<file path="config.mk">
export PLATFORM = sky130hd
export DESIGN_NAME = encoder_unwrap_rate_filter_core
export DESIGN_NICKNAME = d
export VERILOG_FILES = /design/src/hdl/encrf_pkg.sv /design/src/hdl/encrf_ram.sv /design/src/hdl/encrf_unwrap.sv /design/src/hdl/encrf_scale.sv /design/src/hdl/encoder_unwrap_rate_filter_core.sv
export SDC_FILE = /design/constraint.sdc
export NUM_CORES = 1
export LEC_CHECK = 0
export BUFFER_PORTS_ARGS = -buffer_cell sky130_fd_sc_hd__buf_2
export CAP_MARGIN = 20
export CORE_MARGIN = 3
export CORE_UTILIZATION = 56
export DETAILED_ROUTE_END_ITERATION = 10
export PLACE_DENSITY = 0.84
export SYNTH_ARGS = -nofsm -noshare
export SYNTH_HDL_FRONTEND = slang
export SYNTH_HIERARCHICAL = 1
export SYNTH_SLANG_ARGS = --single-unit
</file>
<file path="constraint.sdc">
create_clock -name clock -period 5.8 [get_ports clock]
set_clock_uncertainty 0.2 [all_clocks]
set_input_delay 0.58 -clock clock [delete_from_list [all_inputs] [get_ports clock]]
set_output_delay 0.58 -clock clock [all_outputs]
set_load 0.02 [all_outputs]
</file>
<file path="src/hdl/encrf_pkg.sv">
// encrf_pkg: field widths, wrap limits and scale constants shared by the
// encoder unwrap and rate filter modules. No dependencies.
package encrf_pkg;

   // field widths
   localparam int POS_W    = 13;
   localparam int RATE_W   = 14;
   localparam int TURN_W   = 16;
   localparam int CONT_W   = 30;
   localparam int ANGLE_W  = 33;
   localparam int REQ_DATA_W = 16;
   localparam int RSP_DATA_W = 112;

   // default length of the rate averaging ring
   localparam int RATE_DEPTH_DEF = 8;

   // wrap detection on the 15-bit signed position difference
   localparam logic signed [RATE_W:0] WRAP_HI         = 15'sd7500;
   localparam logic signed [RATE_W:0] WRAP_LO         = -15'sd7500;
   localparam logic signed [RATE_W:0] COUNTS_PER_TURN = 15'sd8192;

   // saturation limits of the turn counter
   localparam logic signed [TURN_W-1:0] TURN_MAX = 16'sh7FFF;
   localparam logic signed [TURN_W-1:0] TURN_MIN = 16'sh8000;

   // angle scale: counts to Q24.8 degrees is *45/4, one turn is 360*256
   localparam int ANG_PROD_W = 20;
   localparam logic signed [ANG_PROD_W-1:0] ANGLE_MUL   = 20'sd45;
   localparam logic signed [ANGLE_W-1:0]    Q8_PER_TURN = 33'sd92160;

   // one unwrapped step leaving the state update stage
   typedef struct packed {
      logic [POS_W-1:0]         pos;
      logic signed [RATE_W-1:0] rate;
      logic signed [TURN_W-1:0] turns;
   } step_type;

endpackage

</file>
<file path="src/hdl/encrf_ram.sv">
// encrf_ram: generic single write port, single read port RAM with a
// registered read. No dependencies.
module encrf_ram #(
   parameter int WIDTH = 14,
   parameter int DEPTH = 8
) (
   input  logic                     clock,
   input  logic                     wr_en,
   input  logic [$clog2(DEPTH)-1:0] wr_addr,
   input  logic [WIDTH-1:0]         wr_data,
   input  logic [$clog2(DEPTH)-1:0] rd_addr,
   output logic [WIDTH-1:0]         rd_data
);

   logic [WIDTH-1:0] mem_ff [DEPTH];
   logic [WIDTH-1:0] rd_data_ff;

   // write port
   always_ff @(posedge clock) begin
      if (wr_en) begin
         mem_ff[wr_addr] <= wr_data;
      end
   end

   // registered read port
   always_ff @(posedge clock) begin
      rd_data_ff <= mem_ff[rd_addr];
   end

   assign rd_data = rd_data_ff;

endmodule

</file>
<file path="src/hdl/encrf_unwrap.sv">
// encrf_unwrap: wrap detection, saturating turn count and running ring sum.
// Uses encrf_pkg and one encrf_ram for the ring of recent steps.
module encrf_unwrap #(
   parameter int RATE_DEPTH = encrf_pkg::RATE_DEPTH_DEF,
   parameter int SUM_W      = encrf_pkg::POS_W + $clog2(RATE_DEPTH) + 1
) (
   input  logic                          clock,
   input  logic                          reset,
   input  logic                          in_valid,
   output logic                          in_ready,
   input  logic [encrf_pkg::POS_W-1:0]   in_pos,
   output logic                          out_valid,
   input  logic                          out_ready,
   output encrf_pkg::step_type           out_step,
   output logic signed [SUM_W-1:0]       out_sum
);

   localparam int IDX_W = $clog2(RATE_DEPTH);
   localparam logic [IDX_W-1:0] IDX_LAST = IDX_W'(RATE_DEPTH - 1);

   logic [encrf_pkg::POS_W-1:0]          prev_ff, prev_in;
   logic signed [encrf_pkg::TURN_W-1:0]  turns_ff, turns_in;
   logic signed [encrf_pkg::RATE_W-1:0]  rate_ff, rate_in;
   logic signed [SUM_W-1:0]              sum_ff, sum_in;
   logic [IDX_W-1:0]                     idx_ff, idx_in;
   logic [RATE_DEPTH-1:0]                fill_ff, fill_in;
   logic                                 valid_ff, valid_in;
   logic                                 accept;
   logic signed [encrf_pkg::RATE_W:0]    diff;
   logic [encrf_pkg::RATE_W-1:0]         ring_rd;
   logic signed [encrf_pkg::RATE_W-1:0]  ring_old;

   // take a word whenever the step register is free or moving on
   assign in_ready = !valid_ff || out_ready;
   assign accept   = in_valid && in_ready;

   // ring entries not yet written since reset read as zero
   assign ring_old = fill_ff[idx_ff] ? $signed(ring_rd) : '0;

   // unwrap and state update
   always_comb begin
      diff     = $signed({2'b00, in_pos}) - $signed({2'b00, prev_ff});
      prev_in  = prev_ff;
      turns_in = turns_ff;
      rate_in  = rate_ff;
      sum_in   = sum_ff;
      idx_in   = idx_ff;
      fill_in  = fill_ff;
      valid_in = valid_ff;
      if (out_ready) begin
         valid_in = 1'b0;
      end
      if (accept) begin
         valid_in = 1'b1;
         prev_in  = in_pos;
         if (diff < encrf_pkg::WRAP_LO) begin
            // forward wrap
            if (turns_ff != encrf_pkg::TURN_MAX) begin
               turns_in = turns_ff + 16'sd1;
            end
            rate_in = encrf_pkg::RATE_W'(diff + encrf_pkg::COUNTS_PER_TURN);
         end else if (diff > encrf_pkg::WRAP_HI) begin
            // backward wrap
            if (turns_ff != encrf_pkg::TURN_MIN) begin
               turns_in = turns_ff - 16'sd1;
            end
            rate_in = encrf_pkg::RATE_W'(diff - encrf_pkg::COUNTS_PER_TURN);
         end else begin
            rate_in = encrf_pkg::RATE_W'(diff);
         end
         sum_in = sum_ff + SUM_W'(rate_in) - SUM_W'(ring_old);
         fill_in[idx_ff] = 1'b1;
         idx_in = (idx_ff == IDX_LAST) ? '0 : idx_ff + 1'b1;
      end
   end

   // control and state registers
   always_ff @(posedge clock) begin
      if (reset) begin
         prev_ff  <= '0;
         turns_ff <= '0;
         sum_ff   <= '0;
         idx_ff   <= '0;
         fill_ff  <= '0;
         valid_ff <= 1'b0;
      end else begin
         prev_ff  <= prev_in;
         turns_ff <= turns_in;
         sum_ff   <= sum_in;
         idx_ff   <= idx_in;
         fill_ff  <= fill_in;
         valid_ff <= valid_in;
      end
   end

   // step payload
   always_ff @(posedge clock) begin
      rate_ff <= rate_in;
   end

   // ring of recent steps; read address is the slot that the next step overwrites
   encrf_ram #(
      .WIDTH (encrf_pkg::RATE_W),
      .DEPTH (RATE_DEPTH)
   ) u_ring (
      .clock   (clock),
      .wr_en   (accept),
      .wr_addr (idx_ff),
      .wr_data (rate_in),
      .rd_addr (idx_in),
      .rd_data (ring_rd)
   );

   // the state registers double as the step register
   assign out_valid      = valid_ff;
   assign out_step.pos   = prev_ff;
   assign out_step.rate  = rate_ff;
   assign out_step.turns = turns_ff;
   assign out_sum        = sum_ff;

endmodule

</file>
<file path="src/hdl/encrf_scale.sv">
// encrf_scale: mean rate by reciprocal multiply, continuous count and angle.
// Two register stages, the second is the result register. Uses encrf_pkg.
module encrf_scale #(
   parameter int RATE_DEPTH = encrf_pkg::RATE_DEPTH_DEF,
   parameter int SUM_W      = encrf_pkg::POS_W + $clog2(RATE_DEPTH) + 1
) (
   input  logic                                clock,
   input  logic                                reset,
   input  logic                                in_valid,
   output logic                                in_ready,
   input  encrf_pkg::step_type                 in_step,
   input  logic signed [SUM_W-1:0]             in_sum,
   input  logic [encrf_pkg::POS_W-1:0]         angle_bias,
   output logic                                out_valid,
   input  logic                                out_ready,
   output logic signed [encrf_pkg::RATE_W-1:0] step_rate,
   output logic signed [encrf_pkg::RATE_W-1:0] filtered_rate,
   output logic signed [encrf_pkg::TURN_W-1:0] turn_count,
   output logic signed [encrf_pkg::CONT_W-1:0] continuous_count,
   output logic signed [encrf_pkg::ANGLE_W-1:0] angle_q8
);

   // divide by RATE_DEPTH: q = (|sum| * RECIP) >> SHIFT, exact for |sum| < 2^MAG_W
   localparam int MAG_W  = SUM_W - 1;
   localparam int LOG_D  = $clog2(RATE_DEPTH);
   localparam int SHIFT  = MAG_W + LOG_D;
   localparam int RCP_W  = MAG_W + 1;
   localparam int PROD_W = MAG_W + RCP_W;
   localparam longint unsigned RECIP_L =
      ((64'd1 << SHIFT) + 64'(RATE_DEPTH) - 64'd1) / 64'(RATE_DEPTH);
   localparam logic [RCP_W-1:0] RECIP = RCP_W'(RECIP_L);
   localparam int ANGA_W = encrf_pkg::ANG_PROD_W - 2;

   logic                                   v2_ff, v3_ff;
   logic                                   en2, en3;
   logic                                   neg_ff;
   logic [PROD_W-1:0]                      prod_ff, prod_in;
   logic [MAG_W-1:0]                       mag;
   logic signed [encrf_pkg::RATE_W:0]      delta;
   logic signed [encrf_pkg::ANG_PROD_W-1:0] ang_prod;
   logic signed [ANGA_W-1:0]               anga_ff;
   logic signed [encrf_pkg::ANGLE_W-1:0]   angb_ff, angb_in;
   logic signed [encrf_pkg::RATE_W-1:0]    rate2_ff;
   logic signed [encrf_pkg::TURN_W-1:0]    turns2_ff;
   logic signed [encrf_pkg::CONT_W-1:0]    cont2_ff, cont_in;
   logic [encrf_pkg::RATE_W-1:0]           quot;
   logic signed [encrf_pkg::RATE_W-1:0]    rate3_ff, filt3_ff, filt_in;
   logic signed [encrf_pkg::TURN_W-1:0]    turns3_ff;
   logic signed [encrf_pkg::CONT_W-1:0]    cont3_ff;
   logic signed [encrf_pkg::ANGLE_W-1:0]   angle3_ff, angle_in;

   // each stage moves when the one after it is empty or moving
   assign en3      = !v3_ff || out_ready;
   assign en2      = !v2_ff || en3;
   assign in_ready = en2;

   // stage 2 logic: magnitude product, count and angle partial terms
   always_comb begin
      mag      = MAG_W'(in_sum < 0 ? -in_sum : in_sum);
      prod_in  = PROD_W'(mag) * PROD_W'(RECIP);
      cont_in  = encrf_pkg::CONT_W'($signed({in_step.turns, in_step.pos}));
      delta    = $signed({2'b00, in_step.pos}) - $signed({2'b00, angle_bias});
      ang_prod = encrf_pkg::ANG_PROD_W'(delta) * encrf_pkg::ANGLE_MUL;
      angb_in  = encrf_pkg::ANGLE_W'(in_step.turns) * encrf_pkg::Q8_PER_TURN;
   end

   // stage 3 logic: signed quotient and angle sum
   always_comb begin
      quot     = prod_ff[PROD_W-1:SHIFT];
      filt_in  = neg_ff ? -$signed(quot) : $signed(quot);
      angle_in = angb_ff + encrf_pkg::ANGLE_W'(anga_ff);
   end

   // stage valid flags
   always_ff @(posedge clock) begin
      if (reset) begin
         v2_ff <= 1'b0;
         v3_ff <= 1'b0;
      end else begin
         if (en2) begin
            v2_ff <= in_valid;
         end
         if (en3) begin
            v3_ff <= v2_ff;
         end
      end
   end

   // stage 2 payload
   always_ff @(posedge clock) begin
      if (en2 && in_valid) begin
         neg_ff    <= in_sum < 0;
         prod_ff   <= prod_in;
         anga_ff   <= ANGA_W'(ang_prod >>> 2);
         angb_ff   <= angb_in;
         rate2_ff  <= in_step.rate;
         turns2_ff <= in_step.turns;
         cont2_ff  <= cont_in;
      end
   end

   // result register
   always_ff @(posedge clock) begin
      if (en3 && v2_ff) begin
         rate3_ff  <= rate2_ff;
         filt3_ff  <= filt_in;
         turns3_ff <= turns2_ff;
         cont3_ff  <= cont2_ff;
         angle3_ff <= angle_in;
      end
   end

   assign out_valid        = v3_ff;
   assign step_rate        = rate3_ff;
   assign filtered_rate    = filt3_ff;
   assign turn_count       = turns3_ff;
   assign continuous_count = cont3_ff;
   assign angle_q8         = angle3_ff;

endmodule

</file>
<file path="src/hdl/encoder_unwrap_rate_filter_core.sv">
// encoder_unwrap_rate_filter_core: top level of the encoder unwrap and rate
// filter. Uses encrf_pkg, encrf_unwrap, encrf_scale (and encrf_ram below).
//
//   port group  dir  payload
//   req_*       in   word: raw_position
//   rsp_*       out  word: step_rate, filtered_rate, turn_count,
//                          continuous_count, angle_q8
//   csr_*       in   angle_bias
//
// One word per cycle sustained while rsp_tready holds; each accepted word passes
// through the state update stage, multiply stage and result register.
// Reset is synchronous: position, turns, ring and bias clear at once, the
// ring through per-entry fill flags, so no clearing pass is needed.
// A stalled rsp side fills the empty stages first; req_tready drops only
// when every stage holds a word.
module encoder_unwrap_rate_filter_core #(
   parameter int RATE_DEPTH = encrf_pkg::RATE_DEPTH_DEF
) (
   input  logic                                  clock,
   input  logic                                  reset,
   // [12:0] raw_position, [15:13] zero
   input  logic [encrf_pkg::REQ_DATA_W-1:0]      req_tdata,
   input  logic                                  req_tvalid,
   output logic                                  req_tready,
   // [13:0] step_rate, [27:14] filtered_rate, [43:28] turn_count,
   // [73:44] continuous_count, [106:74] angle_q8, [111:107] zero
   output logic [encrf_pkg::RSP_DATA_W-1:0]      rsp_tdata,
   output logic                                  rsp_tvalid,
   input  logic                                  rsp_tready,
   input  logic [encrf_pkg::POS_W-1:0]           csr_data,
   input  logic                                  csr_valid,
   output logic                                  csr_ready
);

   localparam int SUM_W = encrf_pkg::POS_W + $clog2(RATE_DEPTH) + 1;
   localparam int PAD_W = encrf_pkg::RSP_DATA_W - 2 * encrf_pkg::RATE_W
                          - encrf_pkg::TURN_W - encrf_pkg::CONT_W - encrf_pkg::ANGLE_W;

   logic [encrf_pkg::POS_W-1:0]           bias_ff;
   logic                                  step_valid, step_ready;
   encrf_pkg::step_type                   step;
   logic signed [SUM_W-1:0]               step_sum;
   logic signed [encrf_pkg::RATE_W-1:0]   step_rate, filtered_rate;
   logic signed [encrf_pkg::TURN_W-1:0]   turn_count;
   logic signed [encrf_pkg::CONT_W-1:0]   continuous_count;
   logic signed [encrf_pkg::ANGLE_W-1:0]  angle_q8;

   // bias register, always writable
   assign csr_ready = 1'b1;

   always_ff @(posedge clock) begin
      if (reset) begin
         bias_ff <= '0;
      end else if (csr_valid) begin
         bias_ff <= csr_data;
      end
   end

   // unwrap and running ring sum
   encrf_unwrap #(
      .RATE_DEPTH (RATE_DEPTH),
      .SUM_W      (SUM_W)
   ) u_unwrap (
      .clock     (clock),
      .reset     (reset),
      .in_valid  (req_tvalid),
      .in_ready  (req_tready),
      .in_pos    (req_tdata[encrf_pkg::POS_W-1:0]),
      .out_valid (step_valid),
      .out_ready (step_ready),
      .out_step  (step),
      .out_sum   (step_sum)
   );

   // mean rate, count and angle
   encrf_scale #(
      .RATE_DEPTH (RATE_DEPTH),
      .SUM_W      (SUM_W)
   ) u_scale (
      .clock            (clock),
      .reset            (reset),
      .in_valid         (step_valid),
      .in_ready         (step_ready),
      .in_step          (step),
      .in_sum           (step_sum),
      .angle_bias       (bias_ff),
      .out_valid        (rsp_tvalid),
      .out_ready        (rsp_tready),
      .step_rate        (step_rate),
      .filtered_rate    (filtered_rate),
      .turn_count       (turn_count),
      .continuous_count (continuous_count),
      .angle_q8         (angle_q8)
   );

   // result word packing, first field lowest
   assign rsp_tdata = {PAD_W'(0), angle_q8, continuous_count, turn_count,
                       filtered_rate, step_rate};

endmodule
</file>
Word level (Yosys, flattened, before mapping):

Memory sizes are Yosys's and may differ from the RTL's. A register that Yosys moved wholly into a read port is not among the register bits.
Index checks and enable logic that the tools add are counted.

* memories kept: 1
* RAM bits: 112
* register bits: 309
* logic and storage cells: 83
* output and inout port bits: 115
* input bits: 34

Memory list
* u_unwrap.u_ring.mem_ff: depth 8, bits a word 14, rd ports 1, clocked after Yosys merged registers in 1, write ports 1, RTL line encrf_ram.sv:15 `logic [WIDTH-1:0] mem_ff [DEPTH];`

* order comparisons: 5
* bitwise operators: 1
* reduce and logical (&&, ||, !) cells: 14
* $mul: 2
* equality and inequality tests: 4
* mux-type cells: 21
* $add $sub $neg: 12

Operators by type and width (number)
* $mux W16: 5
* $mux W14: 5
* $add A33 B18 Y33: 1
* $ne A16 B16 Y1 const B: 2
* $sub A13 B13 Y14: 2
* $mul A16 B7 Y22 const B: 1
* $mul A14 B7 Y20 const B: 1
* $add A17 B14 Y17: 1
* $lt A17 B1 Y1 const B: 1
* $sub A17 B14 Y17: 1
* $add A16 B2 Y16 const B: 1
* $neg A16 Y16: 1
* $sub A16 B2 Y16 const B: 1
* $add A14 B14 Y14 const B: 1
* $gt A14 B14 Y1 const B: 1
* $lt A14 B14 Y1 const B: 1
* $neg A13 Y14: 1
* $sub A14 B14 Y14 const B: 1
* $mux W13: 1
* $or A8 B8 Y8: 1
* $mux W1: 6
* $mux W3: 2
* $reduce_bool A2 Y1: 3
* $logic_and A1 B1 Y1: 4
* other kinds (10): 14

Logic depth before layout (Yosys ltp):

Gate-level depths: netlist (run 1).

* depth in word-level cells: 8
* gate-level depth with buffers: 25
* depth with buffers taken out: 24

By module:

Netlist (run 1), hierarchy kept.

Modules (own cells, without submodules)
* encrf_scale: instances 1, sequential area each 5595.4 sq um, area an instance 11918.9 sq um, cells each 1000
* encrf_unwrap: instances 1, sequential area each 1441.4 sq um, area an instance 5206.2 sq um, cells each 663
* encrf_ram: instances 1, sequential area each 3643.5 sq um, area an instance 4635.7 sq um, cells each 188
* encoder_unwrap_rate_filter_core: instances 1, sequential area each 260.2 sq um, area an instance 526.8 sq um, cells each 50

Least setup slack after synthesis (run 1):

No wires, ideal clock.

* path type: input to register
* start: input port req_tdata[0] in the netlist's numbering
* end: register u_unwrap/turns_ff[14] in the netlist's numbering
* cell stages on the path: 24
* buffers on the path: 1
* library setup time: 132 ps
* setup slack: 332 ps
* required time: 5468 ps
* arrival: 5137 ps
* path through: inv_1 > ha_1 > fa_1 > nand2b_1 > a21oi_1 > o21ai_0 > xor2_1 > o311ai_1 > a2111oi_2 > and2_1 > buf_6 > inv_1 > ha_1 > nor2b_1 > o21ai_0 > a21boi_0 > o21ai_0 > nand2b_1 > a21oi_1 > o21ai_0 > o41ai_1 > mux2i_1 > a31o_2 > a21oi_1

* word-level cells in the longest chain between the ends: 4
* elaborated cells between the ends (all ways): 8
* those cells by class: add/sub: 1; order compare: 2; eq/ne: 1; mux: 1; reduce/logical: 3

RTL lines
* start: declaration: RTL line encoder_unwrap_rate_filter_core.sv:22 `input logic [encrf_pkg::REQ_DATA_W-1:0] req_tdata,`
* $sub A13 B13 Y14 (*): RTL line encrf_unwrap.sv:42 `diff = $signed({2'b00, in_pos}) - $signed({2'b00, prev_ff});`
* $lt A14 B14 Y1 / $gt A14 B14 Y1 (equally long branches): RTL line encrf_unwrap.sv:56, encrf_unwrap.sv:62
* $ne A2 B2 Y1 (no source line) / $reduce_bool A2 Y1 (equally long branches)
* $reduce_and A4 Y1 (no source line)
* end signal: assignment: RTL line encrf_unwrap.sv:88 `turns_ff <= turns_in;`
* end: declaration: RTL line encrf_unwrap.sv:22 `logic signed [encrf_pkg::TURN_W-1:0] turns_ff, turns_in;`

Mark *: on every way between the ends. The rest lies on a longest branch, timed or not.
A chain may end at the register's enable or synchronous reset.

Worst setup path after layout (run 1):

* start: register bias_ff[1] in the netlist's numbering
* end: register u_scale.anga_ff[17] (data pin)

* word-level cells in the longest chain between the ends: 2

RTL lines
* start: declaration: RTL line encoder_unwrap_rate_filter_core.sv:39 `logic [encrf_pkg::POS_W-1:0] bias_ff;`
* start signal: assignment: RTL line encoder_unwrap_rate_filter_core.sv:55 `bias_ff <= csr_data;`
* $sub A13 B13 Y14: RTL line encrf_scale.sv:62 `delta = $signed({2'b00, in_step.pos}) - $signed({2'b00, angle_bias});`
* $mul A14 B7 Y20: RTL line encrf_scale.sv:63 `ang_prod = encrf_pkg::ANG_PROD_W'(delta) * encrf_pkg::ANGLE_MUL;`
* net u_scale.ang_prod (one bit): RTL line encrf_scale.sv:40 `logic signed [encrf_pkg::ANG_PROD_W-1:0] ang_prod;`
* end signal: assignment: RTL line encrf_scale.sv:94 `anga_ff <= ANGA_W'(ang_prod >>> 2);`
* end: declaration: RTL line encrf_scale.sv:41 `logic signed [ANGA_W-1:0] anga_ff;`

The timed path passes the listed nets, and every way through them passes these cells.

==> results of run 1 <==
cell families after synthesis:
family / Yosys count / share of synthesized area (%)
AND/OR/NAND/NOR: 430 / 9.207
flip-flops: 398 / 49.09
AO/OA/AOI/OAI: 348 / 9.819
buffers and inverters: 287 / 5.524
adder cells (fa/ha/maj): 250 / 16.46
XOR/XNOR: 121 / 4.755
multiplexers: 65 / 5.114
other: 2 / 0.03370
cell usage in the layout, fill, tap and decap left out, drive strengths merged, types with 16 or more instances in the layout:
cell type and count:
xnor2 87, dfxtp 101, o21a 20, clkbuf 51, nand2b 27, inv 222
mux4 30, clkinv 16, a21o 23, buf 195, nand2 148, nand3 20
a21oi 120, nor2b 25, ha 178, fa 72, o21ai 84, nor2 110
edfxtp 297, mux2 16, mux2i 19, nor3 24, xor2 34
sequential cells by signal (all words and copies together) (netlist names), 14 cells and up:
name	count
u_unwrap/turns_ff	16
u_scale/anga_ff	18
u_unwrap/u_ring/rd_data	14
u_scale/filtered_rate	14
u_unwrap/u_ring/mem_ff	112
u_unwrap/out_sum	17
u_unwrap/rate_ff	14
u_scale/step_rate	14
u_scale/turns2_ff	16
u_scale/rate2_ff	14
u_scale/turn_count	16
u_scale/angle_q8	33
u_scale/angb_ff	20
metal layers:
layer  share of wire [%]  GRT usage [%]
met3                 6.1          4.224
met1                  40          25.56
met4                 3.3          8.079
met2                  51          37.58
met5                   0              0
layout make-up:
| cell class | instances | area (um^2) | area share, % |
|---|---|---|---|
| repair buffers | 195 | 1149 | 4.548 |
| clock buffers | 51 | 1085 | 4.295 |
| well taps | 518 | 648.1 | 2.566 |
| inverters | 218 | 818.3 | 3.240 |
| flip-flops and latches | 398 | 10940 | 43.33 |
| multi-input cells | 1220 | 10300 | 40.78 |
| clock inverters | 25 | 312.8 | 1.239 |
synth_stat cells, types with 5 or more instances:
cell type	n
nor2_1	110
o21ai_0	81
edfxtp_1	297
nor3_1	23
nand2_1	148
inv_1	218
nor2b_1	25
buf_4	23
a31oi_1	13
buf_2	5
buf_6	6
xor2_1	34
a21oi_1	120
and3_1	13
o211ai_1	6
mux4_2	5
mux2i_1	19
or2_2	5
o31a_1	6
and2_1	10
mux4_1	25
clkbuf_1	30
nor4_1	8
a211oi_1	13
dfxtp_1	101
a311oi_1	5
mux2_2	16
o31ai_1	12
nand3_1	20
nand4_1	14
fa_1	72
ha_1	178
nand2b_1	27
o21a_1	20
xnor2_1	87
a21o_1	23
o21bai_1	9
or3_1	7
worst reg2reg max path: cells and delay by family, from the launching register on:
family | cells | cell delay [ns]
AND/OR/NAND/NOR | 4 | 0.85
adder cells (fa/ha/maj) | 6 | 2.30
AO/OA/AOI/OAI | 5 | 1.28
XOR/XNOR | 1 | 0.34
flip-flops | 1 | 0.39
buffers and inverters | 3 | 0.17
per-stage QoR:
step           cell area, um^2  total power [uW]
2_1_floorplan            22300              8696
3_3_place_gp             23630              9641
3_5_place_dp             23660              9945
4_1_cts                  25060             12760
5_1_grt                  25260             14210
6_report                 25260             13220
how the worst min path moves through the flow:
stage / start / end / slack, ns / cells after the start
2_1_floorplan: u_scale/anga_ff[0]$_DFFE_PP_ / u_scale/angle_q8[0]$_DFFE_PP_ / 0.20 / 0
3_3_place_gp: u_scale/anga_ff[5]$_DFFE_PP_ / u_scale/angle_q8[5]$_DFFE_PP_ / 0.20 / 0
3_5_place_dp: u_scale/anga_ff[10]$_DFFE_PP_ / u_scale/angle_q8[10]$_DFFE_PP_ / 0.20 / 0
4_1_cts: csr_data[0] / bias_ff[0]$_SDFFE_PP0P_ / 0.02 / 3
5_1_grt: csr_data[0] / bias_ff[0]$_SDFFE_PP0P_ / 0.04 / 3
6_report: csr_data[0] / bias_ff[0]$_SDFFE_PP0P_ / 0.05 / 3
timing repair:
item                                    4_1_cts  5_1_grt
pin swaps                                     0        9
buffers inserted                              0        5
endpoints found under the setup margin        1       11
gates resized for setup                       1       37
power groups by stage:
stage / clock (uW) / sequential [uW] / combinational, uW
after floorplan: 0 / 3980 / 4720
after global placement: 0 / 3990 / 5650
after detailed placement: 0 / 4010 / 5940
after CTS: 2750 / 3950 / 6050
after global routing: 2870 / 3980 / 7360
final: 2690 / 3950 / 6580
==> out/metrics.cfg, run 1 <==
[outcome]
outcome=complete, no violations

[critical_path]
worstSetupEndpoint=u_scale/anga_ff[17]$_DFFE_PP_
crit_path_cell_trace=inv_1 > ha_1 > nor2b_1 > o2111a_1 > nor3_2 > xnor2_1 > ha_1 > ha_1 > fa_1 > inv_1 > fa_1 > inv_1 > ha_1 > a21o_1 > a211o_1 > o211ai_1 > a31oi_2 > or4_1 > nand4_1
worst-endpoint-arrival_ns=5.89
regToRegSetupSlack_ns=0.13
crit_cells=19
crit_fanout=5
crit_path_end_kind=flip-flop
required_ns=6.03
critPathTopFamily=adder cells
cp_slowest_stage_delay_ns=0.53
crit_buf_inv=3
crit_type=flip-flop to flip-flop
reg2reg_from=bias_ff[1]$_SDFFE_PP0P_
slowest_stage=fa_1
cp-start-kind=flip-flop
cp-startpoint=bias_ff[1]$_SDFFE_PP0P_
regToRegEndpoint=u_scale/anga_ff[17]$_DFFE_PP_
crit_top_cell=ha_1
rr_worst_depth=19

[cts]
cts_tree=yes
clock_path_buffers=3
cts_made_buffers=42
clock_latency_ns=0.58
cts.htree.levels=2
clk_pin_slew_ns=0.06
root_buffer=clkbuf_16
clock-sinks=398
holdBufCountCts=0

[layout]
instances_no_fill=2625
final_layout_size_suffix_gt1_share_pct=15.57
syn_to_final_growth_pct=13.32
num-fill-cells=2767
diodes=0
utilization_pct=64.75
fin_nets=2359

[floorplanning]
start_util_pct=57.14
die_w_um=205.5
boundaryPins=149
rows=72
core-area_um2=39010
die_area_um2=42230
die_h_um=205.5

[pwr]
intPower_uw=8228
max-vdd-ir-drop_uv=457.5
power_switching_uw=4988
cellPowerDensity_nw_per_um2=523.3
pwr-share-clk_pct=20.4
p_seq_share_pct=29.9
p_leak_uw=0.01051
sw_frac_of_total_pct=37.75
power_frac_comb_pct=49.8

[sta]
finalCritPeriodShare_pct=97.73
setup_tns_ns=0
min_period_ns=5.668
slew_headroom_pct=33.63
finalSetupViolations=0
holdWs_ns=0.05407
hold_violations=0
tightest_slew_ns=0.9934
setup_ws_ns=0.1316
fmax_ghz=0.1764
slew_violations=0

[detailed_routing]
wl_per_cell_um=17.13
drt_iter0_markers=950
routed_wl_um=44960
postRouteAntennaNets=0
drt_first_pass_iters=6
num_vias=14730
drcViolationCount=0
vias_per_cell=5.613

[placement]
place.port_buffers=139
dp_cells=2544
dp_hpwl_um=31380
gp_congestion=0.8950
pre_cts_ws_ns=-0.09699

[global_routing]
grtUsageTotal_pct=21.21
antenna_found_initial=0
grt_pass1_wl_um=71600
grt_start_max_net_pins=75
grt_pass1_vias=14660
grt-ovfl-total=0

[logic_synthesis]
yosysSeqAreaShare_pct=49.09
syn_inst=1901
synth_seq_cells=398
synthFlopType=edfxtp_1
synth_edf_count=297
synth_top_cell_by_area=edfxtp_1
synth.area.top_cells=edfxtp_1 40%, ha_1 10%, dfxtp_1 9.1%, fa_1 6.5%, inv_1 3.7%
async_reset_ff_share_pct=0
synth_area_um2=22290
synth_cell_types=76
synth_top_cell_area_share_pct=40.02
synth_area_per_cell_um2=11.72
yosys_warnings=6

[run]
max_cap_violations=0

[min_path]
hold_class=input pin to flip-flop

Note: power is estimated with default switching activity, not from simulation.
==> run 2, diff against run 1 <==
--- a/config.mk
+++ b/config.mk
@@ -8,9 +8,10 @@
 export BUFFER_PORTS_ARGS = -buffer_cell sky130_fd_sc_hd__buf_2
 export CAP_MARGIN = 20
 export CORE_MARGIN = 3
-export CORE_UTILIZATION = 56
+export CORE_UTILIZATION = 60
 export DETAILED_ROUTE_END_ITERATION = 10
-export PLACE_DENSITY = 0.84
+export GPL_ROUTABILITY_DRIVEN = 0
+export PLACE_DENSITY = 0.85
 export SYNTH_ARGS = -nofsm -noshare
 export SYNTH_HDL_FRONTEND = slang
 export SYNTH_HIERARCHICAL = 1
==> constraint.sdc (replaced) <==
create_clock -name clock -period 5.5 [get_ports clock]
set_clock_uncertainty 0.2 [all_clocks]
set_input_delay 0.55 -clock clock [delete_from_list [all_inputs] [get_ports clock]]
set_output_delay 0.55 -clock clock [all_outputs]
set_load 0.02 [all_outputs]
==> out/metrics.cfg, run 2 (synthesis results as in run 1) <==
[placement]
pre_cts_ws_ns=-0.2971  ; -0.2001 ns
place.port_buffers=139  ; unchanged
dp_hpwl_um=32660  ; +4.1%

[sta]
grt_setup_unrepaired=true
finalCritPeriodShare_pct=102.3  ; +4.6 points
setup_ws_ns=-0.1269  ; -0.2585 ns
slew_violations=0  ; unchanged
slew_headroom_pct=29.77  ; -3.9 points
fmax_ghz=0.1777  ; +0.74%
setup_tns_ns=-0.2402  ; -0.2402 ns
hold_violations=0  ; unchanged
finalSetupViolations=4  ; +4
min_period_ns=5.627  ; -0.04151 ns
tightest_slew_ns=1.042  ; +0.04906 ns
holdWs_ns=0.01643  ; -0.03764 ns

[floorplanning]
die_area_um2=39500  ; -6.5%
rows=69  ; -4.2%
die_h_um=198.7  ; -3.3%
start_util_pct=61.76  ; +4.6 points
die_w_um=198.7  ; -3.3%
core-area_um2=36090  ; -7.5%
boundaryPins=149  ; unchanged

[critical_path]
regToRegSetupSlack_ns=-0.13  ; -0.26 ns
worst-endpoint-arrival_ns=5.87  ; -0.02 ns
crit_path_end_kind=flip-flop
required_ns=5.74  ; -0.29 ns
crit_type=flip-flop to flip-flop
cp-start-kind=flip-flop
crit_fanout=3  ; -2

[cts]
cts.htree.levels=2  ; unchanged
root_buffer=clkbuf_16
cts_made_buffers=41  ; -2.4%
clk_pin_slew_ns=0.06  ; about the same
clock-sinks=398  ; unchanged
clock_path_buffers=3  ; unchanged
clock_latency_ns=0.59  ; about the same
cts_tree=yes

[pwr]
power_uw=15540  ; +18%
p_leak_uw=0.01090  ; +3.8%
power_switching_uw=6087  ; +22%
intPower_uw=9454  ; +15%
power_frac_comb_pct=55.7  ; +5.9 points
cellPowerDensity_nw_per_um2=592.5  ; +13%
p_seq_share_pct=26.8  ; -3.1 points
pwr-share-clk_pct=17.5  ; -2.9 points
max-vdd-ir-drop_uv=568.1  ; +24%
sw_frac_of_total_pct=39.17  ; +1.4 points

[detailed_routing]
m1WireLength_um=19590  ; +8.7%
routed_wl_um=50860  ; +13%
drcViolationCount=0  ; unchanged
drt_first_pass_iters=6  ; unchanged
wl_per_cell_um=19.21  ; +12%
met3_length_um=3072  ; +12%
drt_iter0_markers=1235  ; +30%
postRouteAntennaNets=0  ; unchanged
num_vias=15590  ; +5.8%
dr_wl_met2_um=26310  ; +16%
top_layer=met4
vias_per_cell=5.889  ; +4.9%

[global_routing]
grt_pass1_wl_um=77540  ; +8.3%
grt-ovfl-total=0  ; unchanged
antenna_found_initial=2  ; +2
grt_start_max_net_pins=75  ; unchanged
grtUsageTotal_pct=24.55  ; +3.3 points
grt_pass1_vias=15680  ; +6.9%

[layout]
largest_reg_flops=112  ; unchanged
final_cell_mix=297 x edfxtp_1, 213 x inv_1, 151 x ha_1, 147 x nand2_1, 139 x buf_2
final_layout_size_suffix_gt1_share_pct=21.20  ; +5.6 points
fin_nets=2435  ; +3.2%
final_common_cell=edfxtp_1
top_register=u_unwrap/u_ring/mem_ff
syn_to_final_growth_pct=17.69

[outcome]
outcome=complete, but fails checks
violations=negative setup slack

[min_path]
hold_class=input pin to flip-flop

[run]
max_cap_violations=0  ; unchanged

## run 2: metal layers
metal,track usage (%),vias up
met1,29.68,7588
met3,3.743,139
met2,44.14,631
met4,9.995,0
met5,0,-
li1,-,7229
## run 2: path summary, 6_finish.rpt
check / to / cells after the start / from
max: u_scale/anga_ff[17]$_DFFE_PP_ / 23 / u_unwrap/prev_ff[0]$_SDFFE_PP0P_
min: u_unwrap/prev_ff[2]$_SDFFE_PP0P_ / 3 / req_tdata[2]
max reg2reg: u_scale/anga_ff[17]$_DFFE_PP_ / 23 / u_unwrap/prev_ff[0]$_SDFFE_PP0P_
min reg2reg: u_scale/turn_count[10]$_DFFE_PP_ / 0 / u_scale/turns2_ff[10]$_DFFE_PP_
## run 2: metrics by stage
| stage | cells | utilization [%] | instance area (um^2) |
|---|---|---|---|
| global route | 2647 | 72.69 | 26230 |
| CTS | 2629 | 70.92 | 25590 |
| detailed placement | 2539 | 66.42 | 23970 |
| finish | 2647 | 72.69 | 26230 |
| floorplan | 1905 | - | 22300 |
| global placement | 2538 | 66.35 | 23940 |
## run 2: layout make-up
cell class / instances / area [um^2]
sequential: 398 / 10950
clock inverter: 18 / 170.2
clock buffer: 58 / 1172
fill: 2203 / 9857
multi-input combinational: 1220 / 10810
tap: 461 / 576.8
antenna: 2 / 5.005
inverter: 218 / 818.3
timing repair buffer: 272 / 1729
## run 2: power groups by stage
| stage | Sequential (uW) | Combinational [uW] | Clock (uW) |
|---|---|---|---|
| final | 4170 | 8650 | 2720 |
| after floorplan | 4200 | 4970 | 0 |
| after detailed placement | 4230 | 6750 | 0 |
| after CTS | 4170 | 7180 | 2770 |
| after global placement | 4200 | 6440 | 0 |
| after global routing | 4200 | 9440 | 2890 |
## run 2: what timing repair did
action | CTS | global route
pin swaps | 14 | 50
setup buffers | 7 | 15
hold endpoints to repair | 7 | 0
hold buffers | 7 | 0
endpoints found under the setup margin | 9 | 12
gates resized for setup | 33 | 90
## run 2: worst max-delay path, cell delays in order, from the launching register on
cell and delay, ns:
dfxtp_2 0.36, inv_2 0.06, ha_4 0.17, fa_2 0.35, nor2b_2 0.18, o31a_1 0.22
o21ai_1 0.08, nand2b_1 0.12, xor2_2 0.25, ha_4 0.26, ha_4 0.21, fa_1 0.54
inv_1 0.06, fa_1 0.53, inv_1 0.05, ha_1 0.33, nand3_1 0.10, nor2_1 0.05
a211o_1 0.27, o211ai_1 0.21, buf_4 0.17, a31oi_4 0.10, or4_1 0.50, nand4_1 0.10
